`config.mk`:
```
export PLATFORM = sky130hd
export DESIGN_NAME = sfs_csr
export DESIGN_NICKNAME = d
export VERILOG_FILES = /design/src/design/sfs_pkg.sv /design/src/design/sfs_csr.sv
export SDC_FILE = /design/constraint.sdc
export NUM_CORES = 1
export LEC_CHECK = 0
export ABC_AREA = 1
export BUFFER_PORTS_ARGS = -buffer_cell sky130_fd_sc_hd__buf_4
export CAP_MARGIN = 15
export CORE_MARGIN = 2
export CORE_UTILIZATION = 40
export CTS_BUF_LIST = sky130_fd_sc_hd__clkbuf_8 sky130_fd_sc_hd__clkbuf_16
export DETAILED_ROUTE_END_ITERATION = 10
export GPL_TIMING_DRIVEN = 0
export PLACE_DENSITY = 0.78
export SETUP_SLACK_MARGIN = 0.1
export SYNTH_ARGS = -nofsm -noshare
export SYNTH_HDL_FRONTEND = slang
export SYNTH_SLANG_ARGS = --single-unit
```
`constraint.sdc`:
```
create_clock -name clock -period 1.4 [get_ports clock]
set_clock_uncertainty 0.1 [all_clocks]
set_input_delay 0.35 -clock clock [delete_from_list [all_inputs] [get_ports clock]]
set_output_delay 0.35 -clock clock [all_outputs]
set_load 0.1 [all_outputs]
```
`src/design/sfs_pkg.sv`:
```
package sfs_pkg;

   // configuration port geometry
   localparam int CSR_INDEX_W = 2;
   localparam int CSR_DATA_W  = 16;

   // register indexes
   localparam logic [CSR_INDEX_W-1:0] CSR_HARMONIC_COUNT = 2'd0;
   localparam logic [CSR_INDEX_W-1:0] CSR_AMPLITUDE      = 2'd1;
   localparam logic [CSR_INDEX_W-1:0] CSR_FREQUENCY      = 2'd2;

   // register reset values
   localparam logic [6:0]         HARMONIC_COUNT_RST = 7'd16;
   localparam logic signed [15:0] AMPLITUDE_RST      = 16'sd256;
   localparam logic [15:0]        FREQUENCY_RST      = 16'd256;

   // fixed-point constants
   localparam int PHASE_W     = 16;
   localparam int WAVE_W      = 19;
   localparam int ANGLE_W     = 24;
   localparam int SPLIT_W     = 24;
   localparam int MUL_A_W     = 25;
   localparam int MUL_B_W     = 31;
   localparam int PP_W        = MUL_A_W + MUL_B_W;
   localparam int SINE_W      = 16;
   localparam int RECIP_W     = 17;
   localparam int HPROD_W     = 35;
   localparam longint unsigned HALF_PI_Q30 = 64'd1686629713;
   localparam logic [29:0]     INV_PI_Q30  = 30'd341782638;
   localparam int OUT_MAX = 262143;
   localparam int OUT_MIN = -262144;

   // configuration registers as seen by the datapath
   typedef struct packed {
      logic [6:0]         harmonic_count;
      logic signed [15:0] amplitude;
      logic [15:0]        frequency;
   } cfg_type;

   // controller states
   typedef enum logic [3:0] {
      ST_IDLE,
      ST_INIT,
      ST_LOOP,
      ST_DRAIN,
      ST_S_LO,
      ST_S_HI,
      ST_S_ADD,
      ST_ROUND,
      ST_V_LO,
      ST_V_HI,
      ST_V_ADD,
      ST_OUT
   } state_type;

   // datapath operations
   typedef enum logic [3:0] {
      OP_NOP,
      OP_FP,
      OP_INIT,
      OP_STEP,
      OP_S_LO,
      OP_S_HI,
      OP_S_ADD,
      OP_ROUND,
      OP_V_LO,
      OP_V_HI,
      OP_V_ADD,
      OP_OUT
   } dp_op_type;

   typedef struct packed {
      dp_op_type op;
   } cmd_type;

   typedef struct packed {
      logic no_harm;
      logic last_harm;
      logic pipe_busy;
   } status_type;

endpackage

```
`src/design/sfs_csr.sv`:
```
module sfs_csr (
   input  logic                                 clock,
   input  logic                                 reset,
   input  logic                                 csr_valid,
   output logic                                 csr_ready,
   input  logic [sfs_pkg::CSR_INDEX_W-1:0]      csr_index,
   input  logic [sfs_pkg::CSR_DATA_W-1:0]       csr_data,
   output sfs_pkg::cfg_type                     cfg
);

   logic [6:0]         harmonic_count_ff;
   logic signed [15:0] amplitude_ff;
   logic [15:0]        frequency_ff;

   // writes are always taken
   assign csr_ready = 1'b1;

   // register file, unknown indexes dropped
   always_ff @(posedge clock) begin
      if (reset) begin
         harmonic_count_ff <= sfs_pkg::HARMONIC_COUNT_RST;
         amplitude_ff      <= sfs_pkg::AMPLITUDE_RST;
         frequency_ff      <= sfs_pkg::FREQUENCY_RST;
      end else if (csr_valid && csr_ready) begin
         case (csr_index)
            sfs_pkg::CSR_HARMONIC_COUNT: harmonic_count_ff <= csr_data[6:0];
            sfs_pkg::CSR_AMPLITUDE:      amplitude_ff      <= $signed(csr_data[15:0]);
            sfs_pkg::CSR_FREQUENCY:      frequency_ff      <= csr_data[15:0];
            default: begin
            end
         endcase
      end
   end

   assign cfg.harmonic_count = harmonic_count_ff;
   assign cfg.amplitude      = amplitude_ff;
   assign cfg.frequency      = frequency_ff;

endmodule

```
# After elaboration in Yosys (flattened, before gate mapping)
# Cells that the tools add are included.
[op_classes]
eq_ne = 2
n_reduce_logical = 4
[op_table]
columns = ["op", "n"]
rows = [
  ["AND reduction 2 bit", 3],
  ["== test 2 x 1 -> 1 bit (second input constant)", 1],
  ["== test 2 bit (second input constant)", 1],
  ["logical NOT 2 bit", 1],
]
[word_totals]
in_bits = 21
ff_bits = 39
elab_cells = 9
out_inout_bits = 40

# Depth between registers and ports, before layout
[logic_depth]
ltp_word = 2
ltp_mapped = 6
depth_no_buf = 5

# Worst setup path after synthesis
# OpenSTA, ideal clock, no wires.
[synth_timing]
path_type = "register -> register"
start = "register, netlist name amplitude_ff[10]"
end = "register amplitude_ff[10]"
arrival_time_ns = 1.214
stages_incl_launch_ff = 5
required_time_ns = 1.236
setup_slack_ns = 0.023
cell_sequence = "dfxtp_1 -> inv_1 -> nand2_1 -> nand2_1 -> nor2_1"
[synth_lines]
columns = ["item", "line_no", "rtl"]
rows = [
  ["to (signal assigned)", "sfs_csr.sv:22", "amplitude_ff <= sfs_pkg::AMPLITUDE_RST;"],
  ["to (signal assigned)", "sfs_csr.sv:27", "sfs_pkg::CSR_AMPLITUDE: amplitude_ff <= $signed(csr_data[15:0]);"],
  ["to (decl)", "sfs_csr.sv:12", "logic signed [15:0] amplitude_ff;"],
]

# Final worst setup path
[layout_timing]
start = "register frequency_ff[1]"
end = "output cfg[1] in the netlist's numbering"
[layout_lines]
columns = ["item", "line_no", "rtl"]
rows = [
  ["from (decl)", "sfs_csr.sv:13", "logic [15:0] frequency_ff;"],
  ["from (signal assigned)", "sfs_csr.sv:23", "frequency_ff <= sfs_pkg::FREQUENCY_RST;"],
  ["from (signal assigned)", "sfs_csr.sv:28", "sfs_pkg::CSR_FREQUENCY: frequency_ff <= csr_data[15:0];"],
  ["to (decl)", "sfs_csr.sv:8", "output sfs_pkg::cfg_type cfg"],
]
# No word-level cell between the ends.

==> results.md <==
* Outcome: completed
* CP max stage cell: dfxtp_2
* Routability cong. at 0.762
* Final setup margin at 0.116 ns
* I/O Buffers at 58
* TritonCTS clock tree: done
* Worst path cell trace: buf_12
* Die Area at 4610 um2
* Slowest stage delay, CP at 0.37 ns
* Initial core utilization at 0.411
* Yosys warning count at 0
* Antenna violations before repair at 0
* Reg area at 835 um2
* Total GRT Usage at 0.204
* Post-layout util at 0.707
* Io pins at 61
* Cell Pwr Density at 1120 nW/um2
* DP HPWL at 2920 um
* Met3 usage at 0.0526
* Fin Hold WS at 0.193 ns
* Nets at 339
* GRT overflow at 0
* Max FO, Critical Path at 2
* Met1 usage at 0.247
* Multi-input logic area at 633 um2
* Busiest layer in global routing: met2
* Worst setup EP type: output port
* Startpoint types: flip-flop
* Vias/cell at 4.42
* Share of post-route cells with drive strength above 1 at 0.392
* Worst-margin pin slew at 0.558 ns
* Post-Place Worst Slack at 0.0248 ns
* Root buffer selected by CTS: clkbuf_8
* Fin crit share at 0.917
* Rows at 23
* Post-synth net total at 271
* Clock tree buffer depth at 2
* CP top delay family: flip-flops
* First-pass GRT wire length at 6890 um
* Register clock-pin slew on the reported worst setup and hold paths at 0.07 ns
* H-tree depth at 2
* Vias in the first global route at 1,533
* Buf/Inv on CP at 1
* Average size of a mapped cell at 6.53 um2
* CTS buffer count at 5
* Core Region at 3970 um2
* Reg2reg path depth at 5
* FF-to-FF setup slack at 0.53 ns
* Seq cells post-synth at 39
* Hold crit path type: in -> reg
* Final count of negative-setup-slack endpoints at 0
* Die span in x at 67.9 um
* Largest net degree at the start of global routing at 13
* Worst vdd ir at 0.000612 V
* Yosys cell types at 14
* Total number of vias at 1,631
* Sequential-to-total area share from yosys stat at 0.478
* Pre-antenna DRT Iters at 4
* DRC Markers at 0
* Max-slew headroom at the worst pin at 0.628
* Hold path depth at 3
* Area growth, synth to finish at 72.0%
* Final Max Tran Viols at 0
* Max Cap Violations at 0
* Met2 usage at 0.353
* Placed inst area at 2180 um2
* Crit path arrival time at 0.83 ns
* Post-DR wirelength/cell at 12.4 um
* Max frequency at 779 MHz
* Clock Latency Late Sink at 0.29 ns
* Leak Pwr at 1.43 nW
* Crit path time final at 1.28 ns
* Unrepaired setup endpoints after global routing: true
* Wirelength, routed at 4580 um
* CP Depth at 1
* WS Path Type: reg -> out
* Critical Path RT at 0.95 ns
* Final hold violation count at 0
* Post-route ant nets at 0
* Clock sinks at 39
* # diodes at 0
* 1st-iter DRT viols at 125
* Mapped Cells at 250
* Design area at 2810 um2
* FILL cells at 308
* Die Span Y at 67.9 um
* TNS Setup at 0 ns
* Synth Cell Area at 1630 um2
* Hold buffer count at CTS at 0
## cells by family (layout without fill, tap and decap cells)
family                 after synthesis  after routing  share of synthesized area
DFF                                 39             39                      0.478
other                                1              1                    0.00230
AOI/OAI and AO/OA                    6              6                     0.0184
and+or+nand+nor                    151            151                      0.367
buffers and inverters               53            122                      0.134
## path summary, 6_finish.rpt
path | start | endpoint
max reg2reg | amplitude_ff[11] | amplitude_ff[11]
min | csr_data[11] | frequency_ff[11]
min reg2reg | amplitude_ff[8] | amplitude_ff[8]
max | frequency_ff[1] | cfg[1]
## stage by stage
step / power [mW] / cells
after floorplan: 1.83 / 250
after global placement: 2.00 / 358
after detailed placement: 2.01 / 358
after CTS: 3.09 / 366
after global routing: 3.26 / 369
final: 3.14 / 369
## flip-flops by register name, indices dropped and copies added (netlist names)
| register | flops |
|---|---|
| amplitude_ff | 16 |
| harmonic_count_ff | 7 |
| frequency_ff | 16 |
## synthesized netlist by cell type
master	count	share of area
conb_1	1	0.0023
inv_2	2	0.0046
buf_4	2	0.0092
nand3_1	10	0.031
dfxtp_1	39	0.48
nand3_2	2	0.012
inv_1	37	0.085
a21oi_1	6	0.018
nand4_1	2	0.0077
nand2_1	70	0.16
buf_2	10	0.031
clkbuf_1	2	0.0046
nor2_2	1	0.0038
nor2_1	66	0.15
## final cells by class
type,count,share of cell area
clock buffer,6,0.0294
sequential,39,0.297
buffer,14,0.0258
multi-input combinational,158,0.225
timing repair buffer,61,0.335
inverter,39,0.0521
tap,50,0.0223
clock inverter,2,0.0125
## report_power, final
group / total [mW] / internal (mW) / switching (mW) / leakage, nW
combinational: 0.932 / 0.321 / 0.610 / 1.04
clock: 0.966 / 0.577 / 0.390 / 0.0612
sequential: 1.24 / 1.18 / 0.0621 / 0.334
## timing repair
action,4_1_cts,5_1_grt
setup endpoints to repair,39,39
pin swaps,0,0
buffers inserted,0,3
resized for setup,83,35
## cells in the final DEF, fill, tap and decap left out
cell type	synthesis	layout
dfxtp_2	0	37
inv_2	2	2
conb_1	1	1
inv_1	37	37
a21oi_1	6	6
nor2_1	66	66
dfxtp_4	0	2
nand2_1	70	70
bufinv_16	0	1
clkinv_2	0	1
buf_12	0	38
nand3_2	2	2
clkbuf_8	0	6
buf_4	2	24
nand3_1	10	10
nand4_1	2	2
clkbuf_1	2	2
buf_2	10	10
nor2_2	1	1
buf_8	0	1
## metal layers
layer | part of all wire | wire (um)
met1 | 0.42 | 1910
met2 | 0.53 | 2450
met3 | 0.035 | 158
met4 | 0.013 | 61
met5 | 0 | 0
No activity file was read; power rests on OpenSTA's default activity.
