--- src/design/sfs_pkg.sv ---
package sfs_pkg;

   // configuration port geometry
   localparam int CSR_INDEX_W = 2;
   localparam int CSR_DATA_W  = 16;

   // register indexes
   localparam logic [CSR_INDEX_W-1:0] CSR_HARMONIC_COUNT = 2'd0;
   localparam logic [CSR_INDEX_W-1:0] CSR_AMPLITUDE      = 2'd1;
   localparam logic [CSR_INDEX_W-1:0] CSR_FREQUENCY      = 2'd2;

   // register reset values
   localparam logic [6:0]         HARMONIC_COUNT_RST = 7'd16;
   localparam logic signed [15:0] AMPLITUDE_RST      = 16'sd256;
   localparam logic [15:0]        FREQUENCY_RST      = 16'd256;

   // fixed-point constants
   localparam int PHASE_W     = 16;
   localparam int WAVE_W      = 19;
   localparam int ANGLE_W     = 24;
   localparam int SPLIT_W     = 24;
   localparam int MUL_A_W     = 25;
   localparam int MUL_B_W     = 31;
   localparam int PP_W        = MUL_A_W + MUL_B_W;
   localparam int SINE_W      = 16;
   localparam int RECIP_W     = 17;
   localparam int HPROD_W     = 35;
   localparam longint unsigned HALF_PI_Q30 = 64'd1686629713;
   localparam logic [29:0]     INV_PI_Q30  = 30'd341782638;
   localparam int OUT_MAX = 262143;
   localparam int OUT_MIN = -262144;

   // configuration registers as seen by the datapath
   typedef struct packed {
      logic [6:0]         harmonic_count;
      logic signed [15:0] amplitude;
      logic [15:0]        frequency;
   } cfg_type;

   // controller states
   typedef enum logic [3:0] {
      ST_IDLE,
      ST_INIT,
      ST_LOOP,
      ST_DRAIN,
      ST_S_LO,
      ST_S_HI,
      ST_S_ADD,
      ST_ROUND,
      ST_V_LO,
      ST_V_HI,
      ST_V_ADD,
      ST_OUT
   } state_type;

   // datapath operations
   typedef enum logic [3:0] {
      OP_NOP,
      OP_FP,
      OP_INIT,
      OP_STEP,
      OP_S_LO,
      OP_S_HI,
      OP_S_ADD,
      OP_ROUND,
      OP_V_LO,
      OP_V_HI,
      OP_V_ADD,
      OP_OUT
   } dp_op_type;

   typedef struct packed {
      dp_op_type op;
   } cmd_type;

   typedef struct packed {
      logic no_harm;
      logic last_harm;
      logic pipe_busy;
   } status_type;

endpackage

--- src/design/sfs_ctrl.sv ---
module sfs_ctrl (
   input  logic                clock,
   input  logic                reset,
   input  logic                start,
   output logic                busy,
   input  sfs_pkg::status_type status,
   output sfs_pkg::cmd_type    cmd
);

   sfs_pkg::state_type state_ff;
   sfs_pkg::state_type state_in;

   // state register
   always_ff @(posedge clock) begin
      if (reset) begin
         state_ff <= sfs_pkg::ST_IDLE;
      end else begin
         state_ff <= state_in;
      end
   end

   // next state and datapath command
   always_comb begin
      state_in = state_ff;
      cmd.op   = sfs_pkg::OP_NOP;
      case (state_ff)
         sfs_pkg::ST_IDLE: begin
            if (start) begin
               cmd.op   = sfs_pkg::OP_FP;
               state_in = sfs_pkg::ST_INIT;
            end
         end
         sfs_pkg::ST_INIT: begin
            cmd.op   = sfs_pkg::OP_INIT;
            state_in = status.no_harm ? sfs_pkg::ST_DRAIN : sfs_pkg::ST_LOOP;
         end
         sfs_pkg::ST_LOOP: begin
            cmd.op = sfs_pkg::OP_STEP;
            if (status.last_harm) begin
               state_in = sfs_pkg::ST_DRAIN;
            end
         end
         sfs_pkg::ST_DRAIN: begin
            if (!status.pipe_busy) begin
               state_in = sfs_pkg::ST_S_LO;
            end
         end
         sfs_pkg::ST_S_LO: begin
            cmd.op   = sfs_pkg::OP_S_LO;
            state_in = sfs_pkg::ST_S_HI;
         end
         sfs_pkg::ST_S_HI: begin
            cmd.op   = sfs_pkg::OP_S_HI;
            state_in = sfs_pkg::ST_S_ADD;
         end
         sfs_pkg::ST_S_ADD: begin
            cmd.op   = sfs_pkg::OP_S_ADD;
            state_in = sfs_pkg::ST_ROUND;
         end
         sfs_pkg::ST_ROUND: begin
            cmd.op   = sfs_pkg::OP_ROUND;
            state_in = sfs_pkg::ST_V_LO;
         end
         sfs_pkg::ST_V_LO: begin
            cmd.op   = sfs_pkg::OP_V_LO;
            state_in = sfs_pkg::ST_V_HI;
         end
         sfs_pkg::ST_V_HI: begin
            cmd.op   = sfs_pkg::OP_V_HI;
            state_in = sfs_pkg::ST_V_ADD;
         end
         sfs_pkg::ST_V_ADD: begin
            cmd.op   = sfs_pkg::OP_V_ADD;
            state_in = sfs_pkg::ST_OUT;
         end
         sfs_pkg::ST_OUT: begin
            cmd.op   = sfs_pkg::OP_OUT;
            state_in = sfs_pkg::ST_IDLE;
         end
         default: begin
            state_in = sfs_pkg::ST_IDLE;
         end
      endcase
   end

   assign busy = (state_ff != sfs_pkg::ST_IDLE);

endmodule

--- config.mk ---
export PLATFORM = sky130hd
export DESIGN_NAME = sfs_ctrl
export DESIGN_NICKNAME = d
export VERILOG_FILES = /design/src/design/sfs_pkg.sv /design/src/design/sfs_ctrl.sv
export SDC_FILE = /design/constraint.sdc
export NUM_CORES = 1
export LEC_CHECK = 0
export ABC_AREA = 1
export BUFFER_PORTS_ARGS = -buffer_cell sky130_fd_sc_hd__buf_2
export CAP_MARGIN = 5
export CORE_MARGIN = 2
export CORE_UTILIZATION = 25
export CTS_BUF_LIST = sky130_fd_sc_hd__clkbuf_8
export DETAILED_ROUTE_END_ITERATION = 12
export HOLD_SLACK_MARGIN = 0.12
export PLACE_DENSITY = 0.56
export SETUP_SLACK_MARGIN = 0.4
export SYNTH_ARGS = -nofsm -noshare
export SYNTH_HDL_FRONTEND = slang
export SYNTH_SLANG_ARGS = --single-unit
--- constraint.sdc ---
create_clock -name clock -period 2.7 [get_ports clock]
set_input_delay 0.81 -clock clock [delete_from_list [all_inputs] [get_ports clock]]
set_output_delay 0.81 -clock clock [all_outputs]
set_load 0.005 [all_outputs]
Yosys cells after proc, flatten, opt, wreduce, memory -nomap -nowiden
Cells that the tools add are included.
W data, S select, Z words.
{"block": "totals", "reg_bits": 4, "input_bits": 6, "output_inout_bits": 5, "word_cells": 25}
{"block": "op_classes", "eq_ne": 14, "mux": 7, "n_reduce_logical": 3}
{"op": "$pmux W4 S11", "n": 2}
{"op": "$eq A4 B3 Y1 const B", "n": 4}
{"op": "$eq A4 B4 Y1 const B", "n": 4}
{"op": "$mux W4", "n": 3}
{"op": "$eq A4 B2 Y1 const B", "n": 2}
{"op": "$ne A2 B2 Y1 const B", "n": 3}
{"op": "$eq A4 B1 Y1 const B", "n": 1}
{"op": "$logic_not A4 Y1", "n": 1}
{"op": "$reduce_bool A4 Y1", "n": 1}
{"op": "$reduce_and A3 Y1", "n": 1}
{"op": "$mux W1", "n": 2}

Longest topological paths before layout
Gate-level depths: netlist of the first run.
{"block": "depth", "depth_word": 3, "depth_mapped": 7, "mapped_depth_nobuf": 7}

Least setup slack after synthesis of the first run
Ideal clock, no wire load.
{"block": "synth_path", "path_type": "in2out", "startpoint": "input start", "endpoint": "output cmd[0] (netlist name)", "t_arrival_ns": 1.020, "t_required_ns": 1.890, "slack_ns": 0.870, "cell_stages": 2, "n_path_buf": 0, "path_cell_list": "a22oi_1 > nand2_1"}
{"item": "start, declared", "line_no": "sfs_ctrl.sv:4", "source": "input logic start,"}
{"item": "end, declared", "line_no": "sfs_ctrl.sv:7", "source": "output sfs_pkg::cmd_type cmd"}

==> out/results.ini, run 1 <==
[outcome]
status = finished, final reports clean

[sta]
layout_min_cycle_time_ns = 2.05
setup_slack_ns = 0.648
relSlewSlack = 0.831
post-route-period-util = 0.760
hold_violations = 0
slew_violations = 0
finClkSkew_ns = 0.000149
finalSetupViolCount = 0
tns_ns = 0
grt_setup_unrepaired = no
fmax_ghz = 0.487
worst_pin_slew_ns = 0.253

[power_and_ir_drop]
p_leak_uw = 0.000252
pwr-share-comb = 0.387
switching_power_uw = 121
p_sw_frac = 0.356
power_uw = 341
pwr-share-clk = 0.360
seqPwrFrac = 0.253
ir_drop_uv = 234
internal-power_uw = 219
power_density_nw_per_um2 = 774

[clock_tree]
clk_pin_slew_worst_paths_ns = 0.03
cts_resized = 0
holdBufCountCts = 0
cts_root_buf = clkbuf_8
postCtsSetupBuffers = 0
cts.htree.levels = 1
cts_tree = done
clkLatencyLatePin_ns = 0.21
numCtsBuffers = 3
cts_sinks = 4
clock_path_buffers = 2

[floorplanning]
io_pins = 11
start_util = 0.260
fp.dieH_um = 40.4
fp.dieW_um = 40.4
num_rows = 13
core_area_um2 = 1270
die_area_um2 = 1630

[grt]
overflow = 0
grt_max_degree = 7
first_global_vias = 343
grtUsageTotal = 0.125
antenna_found_initial = 0
grt_pass1_wl_um = 1260

[yosys]
synth_edf_count = 0
synth.yosys.warnings = 0
syn_inst = 58
synth_top_cells_by_count = nand2_1 (15), nor2_1 (13), inv_1 (10)
syn_nets = 64
synth_most_common_cell = nand2_1
netlist_area_um2 = 330
post_synth_num_cell_types = 15
synth_top_area_share = 0.242
yosysTopAreaCell = dfxtp_1
synth-seq-area-share = 0.242
ys_ff_latch = 4
async_flop_share = 0
avgSynthCellArea_um2 = 5.70
synth-main-ff-cell = dfxtp_1
synth.area.top_cells = dfxtp_1 (24%), nand2_1 (17%), nor2_1 (15%)

[critical_path]
critical_path.max_fanout = 2
cp.required_ns = 1.89
endpoint_kind = primary output
path_class = input port to primary output
cp.arrival_ns = 1.24
r2r_cells = 5
start_kind = input port

[routing]
drt-wirelength-per-cell_um = 8.36
num_vias = 361
drc_errors = 0
drt-total-wl_um = 719
first_iter_violations = 4
via_per_inst = 4.20
drt_pass1_iterations = 3
drtAntennaViolNets = 0

[placement]
numPortBuffers = 10
place_ws_ns = 0.651
dp.cells = 83
dpl.hpwl_um = 586
place_area_um2 = 399
gp_congestion = 0.761

[cells_and_area]
drive_above_1_share = 0.310
stdcell_area_um2 = 440
regMostFlops = state_ff
nets = 79
area_growth_pct = 33.3
reg.largest.list = state_ff: 4 flops
instances_no_fill = 86
largest_reg_flops = 4
num_antenna_cells = 0

[worst_hold_path]
hold_path.class = flip-flop to flip-flop
whs_path_depth = 3

[job]
max_cap_violations = 0

[metal layers]
layer  vias to the layer above  share of wire  global-route usage
li1                        201              -                   -
met1                       149           0.50               0.139
met2                         9           0.45               0.187
met3                         2          0.029              0.0167
met4                         0          0.019               0.150
met5                         -              0                   0
[final cells by class]
type | instances | area (um2)
timing repair buffer | 10 | 50.0
sequential | 4 | 80.1
fill | 152 | 828
inverter | 12 | 46.3
clock buffer | 3 | 41.3
tap | 15 | 18.8
multi-input combinational | 42 | 204
[cell families (layout without fill, tap and decap cells)]
kind of cell / after synthesis / in the layout / share of synthesized area
flops: 4 / 4 / 0.242
simple gates: 38 / 38 / 0.549
buf+inv: 12 / 25 / 0.140
compound gates: 4 / 4 / 0.0682
[stage by stage]
| step | util | hold WS (ns) |
|---|---|---|
| 2_1_floorplan | - | 0.608 |
| 3_3_place_gp | 0.315 | 0.648 |
| 3_5_place_dp | 0.315 | 0.648 |
| 4_1_cts | 0.347 | 0.653 |
| 5_1_grt | 0.347 | 0.716 |
| 6_report | 0.347 | 0.647 |
[placed cells by master (no fill, tap or decap), types with 2 or more instances in the layout]
cell / synthesis / routed
nand2_1: 15 / 15
nor2_1: 13 / 13
inv_1: 10 / 10
buf_2: 0 / 10
dfxtp_1: 4 / 4
nand3_2: 3 / 3
clkbuf_8: 0 / 3
nor2_2: 2 / 2
nand3_1: 2 / 2
o21ai_0: 2 / 2
[worst max-delay path, cell delays in order]
cell and delay [ns]:
buf_2 0.10, a22oi_1 0.15, nand2_1 0.06, buf_2 0.12
[worst paths after layout]
kind                               to  slack [ns]                      from
max reg2reg  state_ff[1]$_SDFFE_PP0P_        1.66  state_ff[0]$_SDFFE_PP0P_
min          state_ff[3]$_SDFFE_PP0P_        0.65  state_ff[2]$_SDFFE_PP0P_
min reg2reg  state_ff[3]$_SDFFE_PP0P_        0.65  state_ff[2]$_SDFFE_PP0P_
max                            cmd[0]        0.65                     start
[power by group through the flow]
stage / Combinational, uW / Sequential, uW / Clock, uW
final: 132 / 86.1 / 123
after CTS: 133 / 86.3 / 127
after detailed placement: 133 / 87.0 / 0
after global placement: 132 / 87.0 / 0
after global routing: 158 / 88.9 / 128
after floorplan: 95.8 / 83.3 / 0
Power figures use the tool's default switching activity.
==> inputs of run 2 (changes only) <==
clock period = 1.9 ns   (was 2.7 ns; I/O delays follow)
==> out/results.ini, run 2 (synthesized netlist as in run 1, its figures left out) <==
[grt]
use_met3 = 0.0333  ; +0.0167
grt_pass1_wl_um = 1480  ; +18%
grt_use_met2 = 0.290  ; +0.103
grtUsageTotal = 0.156  ; +0.0309
grt_max_degree = 7  ; unchanged
antenna_found_initial = 0  ; unchanged
first_global_vias = 401  ; +17%
overflow = 0  ; unchanged
use_met1 = 0.113  ; -0.0261
grt-busiest-layer = met2

[critical_path]
cp.arrival_ns = 1.13  ; -0.11 ns
path_class = flip-flop to primary output
endpoint_kind = primary output
worstPathCellList = inv_4 > nand2_4 > nand2_2 > a22oi_2 > nand2_1 > buf_2
r2r_end = state_ff[3]$_SDFFE_PP0P_
r2r_start = state_ff[2]$_SDFFE_PP0P_
rrSetupSlack_ns = 0.29  ; -1.37 ns
r2r_cells = 12  ; +7
cp.buffers_inverters = 2  ; unchanged
cp.required_ns = 1.33  ; -0.56 ns
start_kind = flip-flop
max_stage_delay_ns = 0.40  ; +0.25 ns
path_delay_family = flip-flops
slowest_stage = dfxtp_4
critical_path.max_fanout = 5  ; +3

[routing]
num_vias = 454  ; +26%
drt-wirelength-per-cell_um = 11.0  ; +32%
via_per_inst = 4.50  ; +7.1%
drt-total-wl_um = 1120  ; +55%
drc_errors = 0  ; unchanged
drtAntennaViolNets = 0  ; unchanged
first_iter_violations = 3  ; -1
drt_pass1_iterations = 4  ; +1

[clock_tree]
numCtsBuffers = 3  ; unchanged
cts_root_buf = clkbuf_8
clk_pin_slew_worst_paths_ns = 0.03  ; about the same
cts_tree = done
cts.htree.levels = 1  ; unchanged
clkLatencyLatePin_ns = 0.22  ; about the same
holdBufCountCts = 0  ; unchanged
cts_sinks = 4  ; unchanged
clock_path_buffers = 2  ; unchanged

[floorplanning]
die_area_um2 = 1630  ; unchanged
num_rows = 13  ; unchanged
fp.dieW_um = 40.4  ; unchanged
start_util = 0.260  ; unchanged
core_area_um2 = 1270  ; unchanged
fp.dieH_um = 40.4  ; unchanged
io_pins = 11  ; unchanged

[sta]
hold_violations = 0  ; unchanged
worst_pin_slew_ns = 0.152  ; -0.101 ns
post-route-period-util = 0.897
finClkSkew_ns = 0.000854  ; +0.000705 ns
tns_ns = 0  ; unchanged
relSlewSlack = 0.898  ; +0.0667
layout_min_cycle_time_ns = 1.70
grt_setup_unrepaired = yes
fmax_ghz = 0.587
finalSetupViolCount = 0  ; unchanged
slew_violations = 0  ; unchanged
setup_slack_ns = 0.195  ; -0.452 ns

[cells_and_area]
regMostFlops = state_ff
area_growth_pct = 93.6
most-common-layout-cells = buf_4 (12), nand2_1 (11), buf_2 (10), nor2_1 (9), inv_1 (7)
nets = 94  ; +19%
stdcell_area_um2 = 639  ; +45%
largest_reg_flops = 4  ; unchanged
drive_above_1_share = 0.616  ; +0.306
utilization = 0.504  ; +0.157
reg.largest.list = state_ff: 4 flops
final_common_cell = buf_4
nFillCells = 114  ; -25%
num_antenna_cells = 0  ; unchanged

[placement]
place_area_um2 = 399  ; unchanged
dpl.hpwl_um = 574  ; -2.1%
numPortBuffers = 10  ; unchanged
gp_congestion = 0.761  ; about the same
place_ws_ns = 0.325  ; -0.326 ns

[worst_hold_path]
hp-start = reset
whs_path_depth = 2  ; -1
hold_path.class = input port to flip-flop
worstHoldEndpoint = state_ff[2]$_SDFFE_PP0P_

[job]
max_cap_violations = 0  ; unchanged

[power_and_ir_drop]
p_leak_uw = 0.000333  ; +33%
power_density_nw_per_um2 = 935  ; +21%
power_uw = 598  ; +75%
ir_drop_uv = 328  ; +40%

[outcome]
status = finished, final reports clean

run 2: metrics by stage:
stage	hold slack, ns	instances
2_1_floorplan	0.608	58
3_3_place_gp	0.648	83
3_5_place_dp	0.648	83
4_1_cts	0.541	97
5_1_grt	0.546	101
6_report	0.545	101
run 2: repair_timing:
action | in CTS | in global routing
endpoints found under the setup margin | 4 | 6
pin swaps | 5 | 6
buffers inserted | 11 | 4
gates resized for setup | 18 | 13
run 2: layer usage:
| layer | vias to the layer above | share of wire |
|---|---|---|
| li1 | 233 | - |
| met1 | 204 | 0.37 |
| met2 | 13 | 0.56 |
| met3 | 4 | 0.027 |
| met4 | 0 | 0.044 |
| met5 | - | 0 |
run 2: final cells by class:
cell class	count	area (um2)	area share
multi-input cells	42	259	0.405
flip-flops and latches	4	95.1	0.149
inverters	12	51.3	0.0802
repair buffers	25	174	0.272
clock buffers	3	41.3	0.0646
well taps	15	18.8	0.0294
run 2: power by group:
part,switching (uW),internal (uW)
sequential,31.0,104
combinational,147,140
clock,41.0,135
total,219,379
run 2: worst max path at each step:
stage                                   startpoint  endpoint  slack (ns)  cells past startpoint
final                     state_ff[2]$_SDFFE_PP0P_    cmd[0]        0.20                      6
after global routing      state_ff[2]$_SDFFE_PP0P_    cmd[0]        0.14                      6
after CTS                 state_ff[2]$_SDFFE_PP0P_    cmd[0]        0.23                      6
after detailed placement  state_ff[3]$_SDFFE_PP0P_    cmd[0]        0.33                      6
after global placement    state_ff[3]$_SDFFE_PP0P_    cmd[0]        0.34                      6
after floorplan           state_ff[0]$_SDFFE_PP0P_    cmd[0]        0.50                      5
run 2: worst register-to-register path: stages (launching register included):
cell     delay [ns]
dfxtp_4        0.37
inv_4          0.08
nand2_4        0.05
buf_4          0.13
buf_4          0.12
buf_4          0.12
buf_4          0.12
buf_4          0.12
buf_6          0.10
buf_6          0.11
nor2_4         0.06
nor2_1         0.04
a21oi_1        0.12
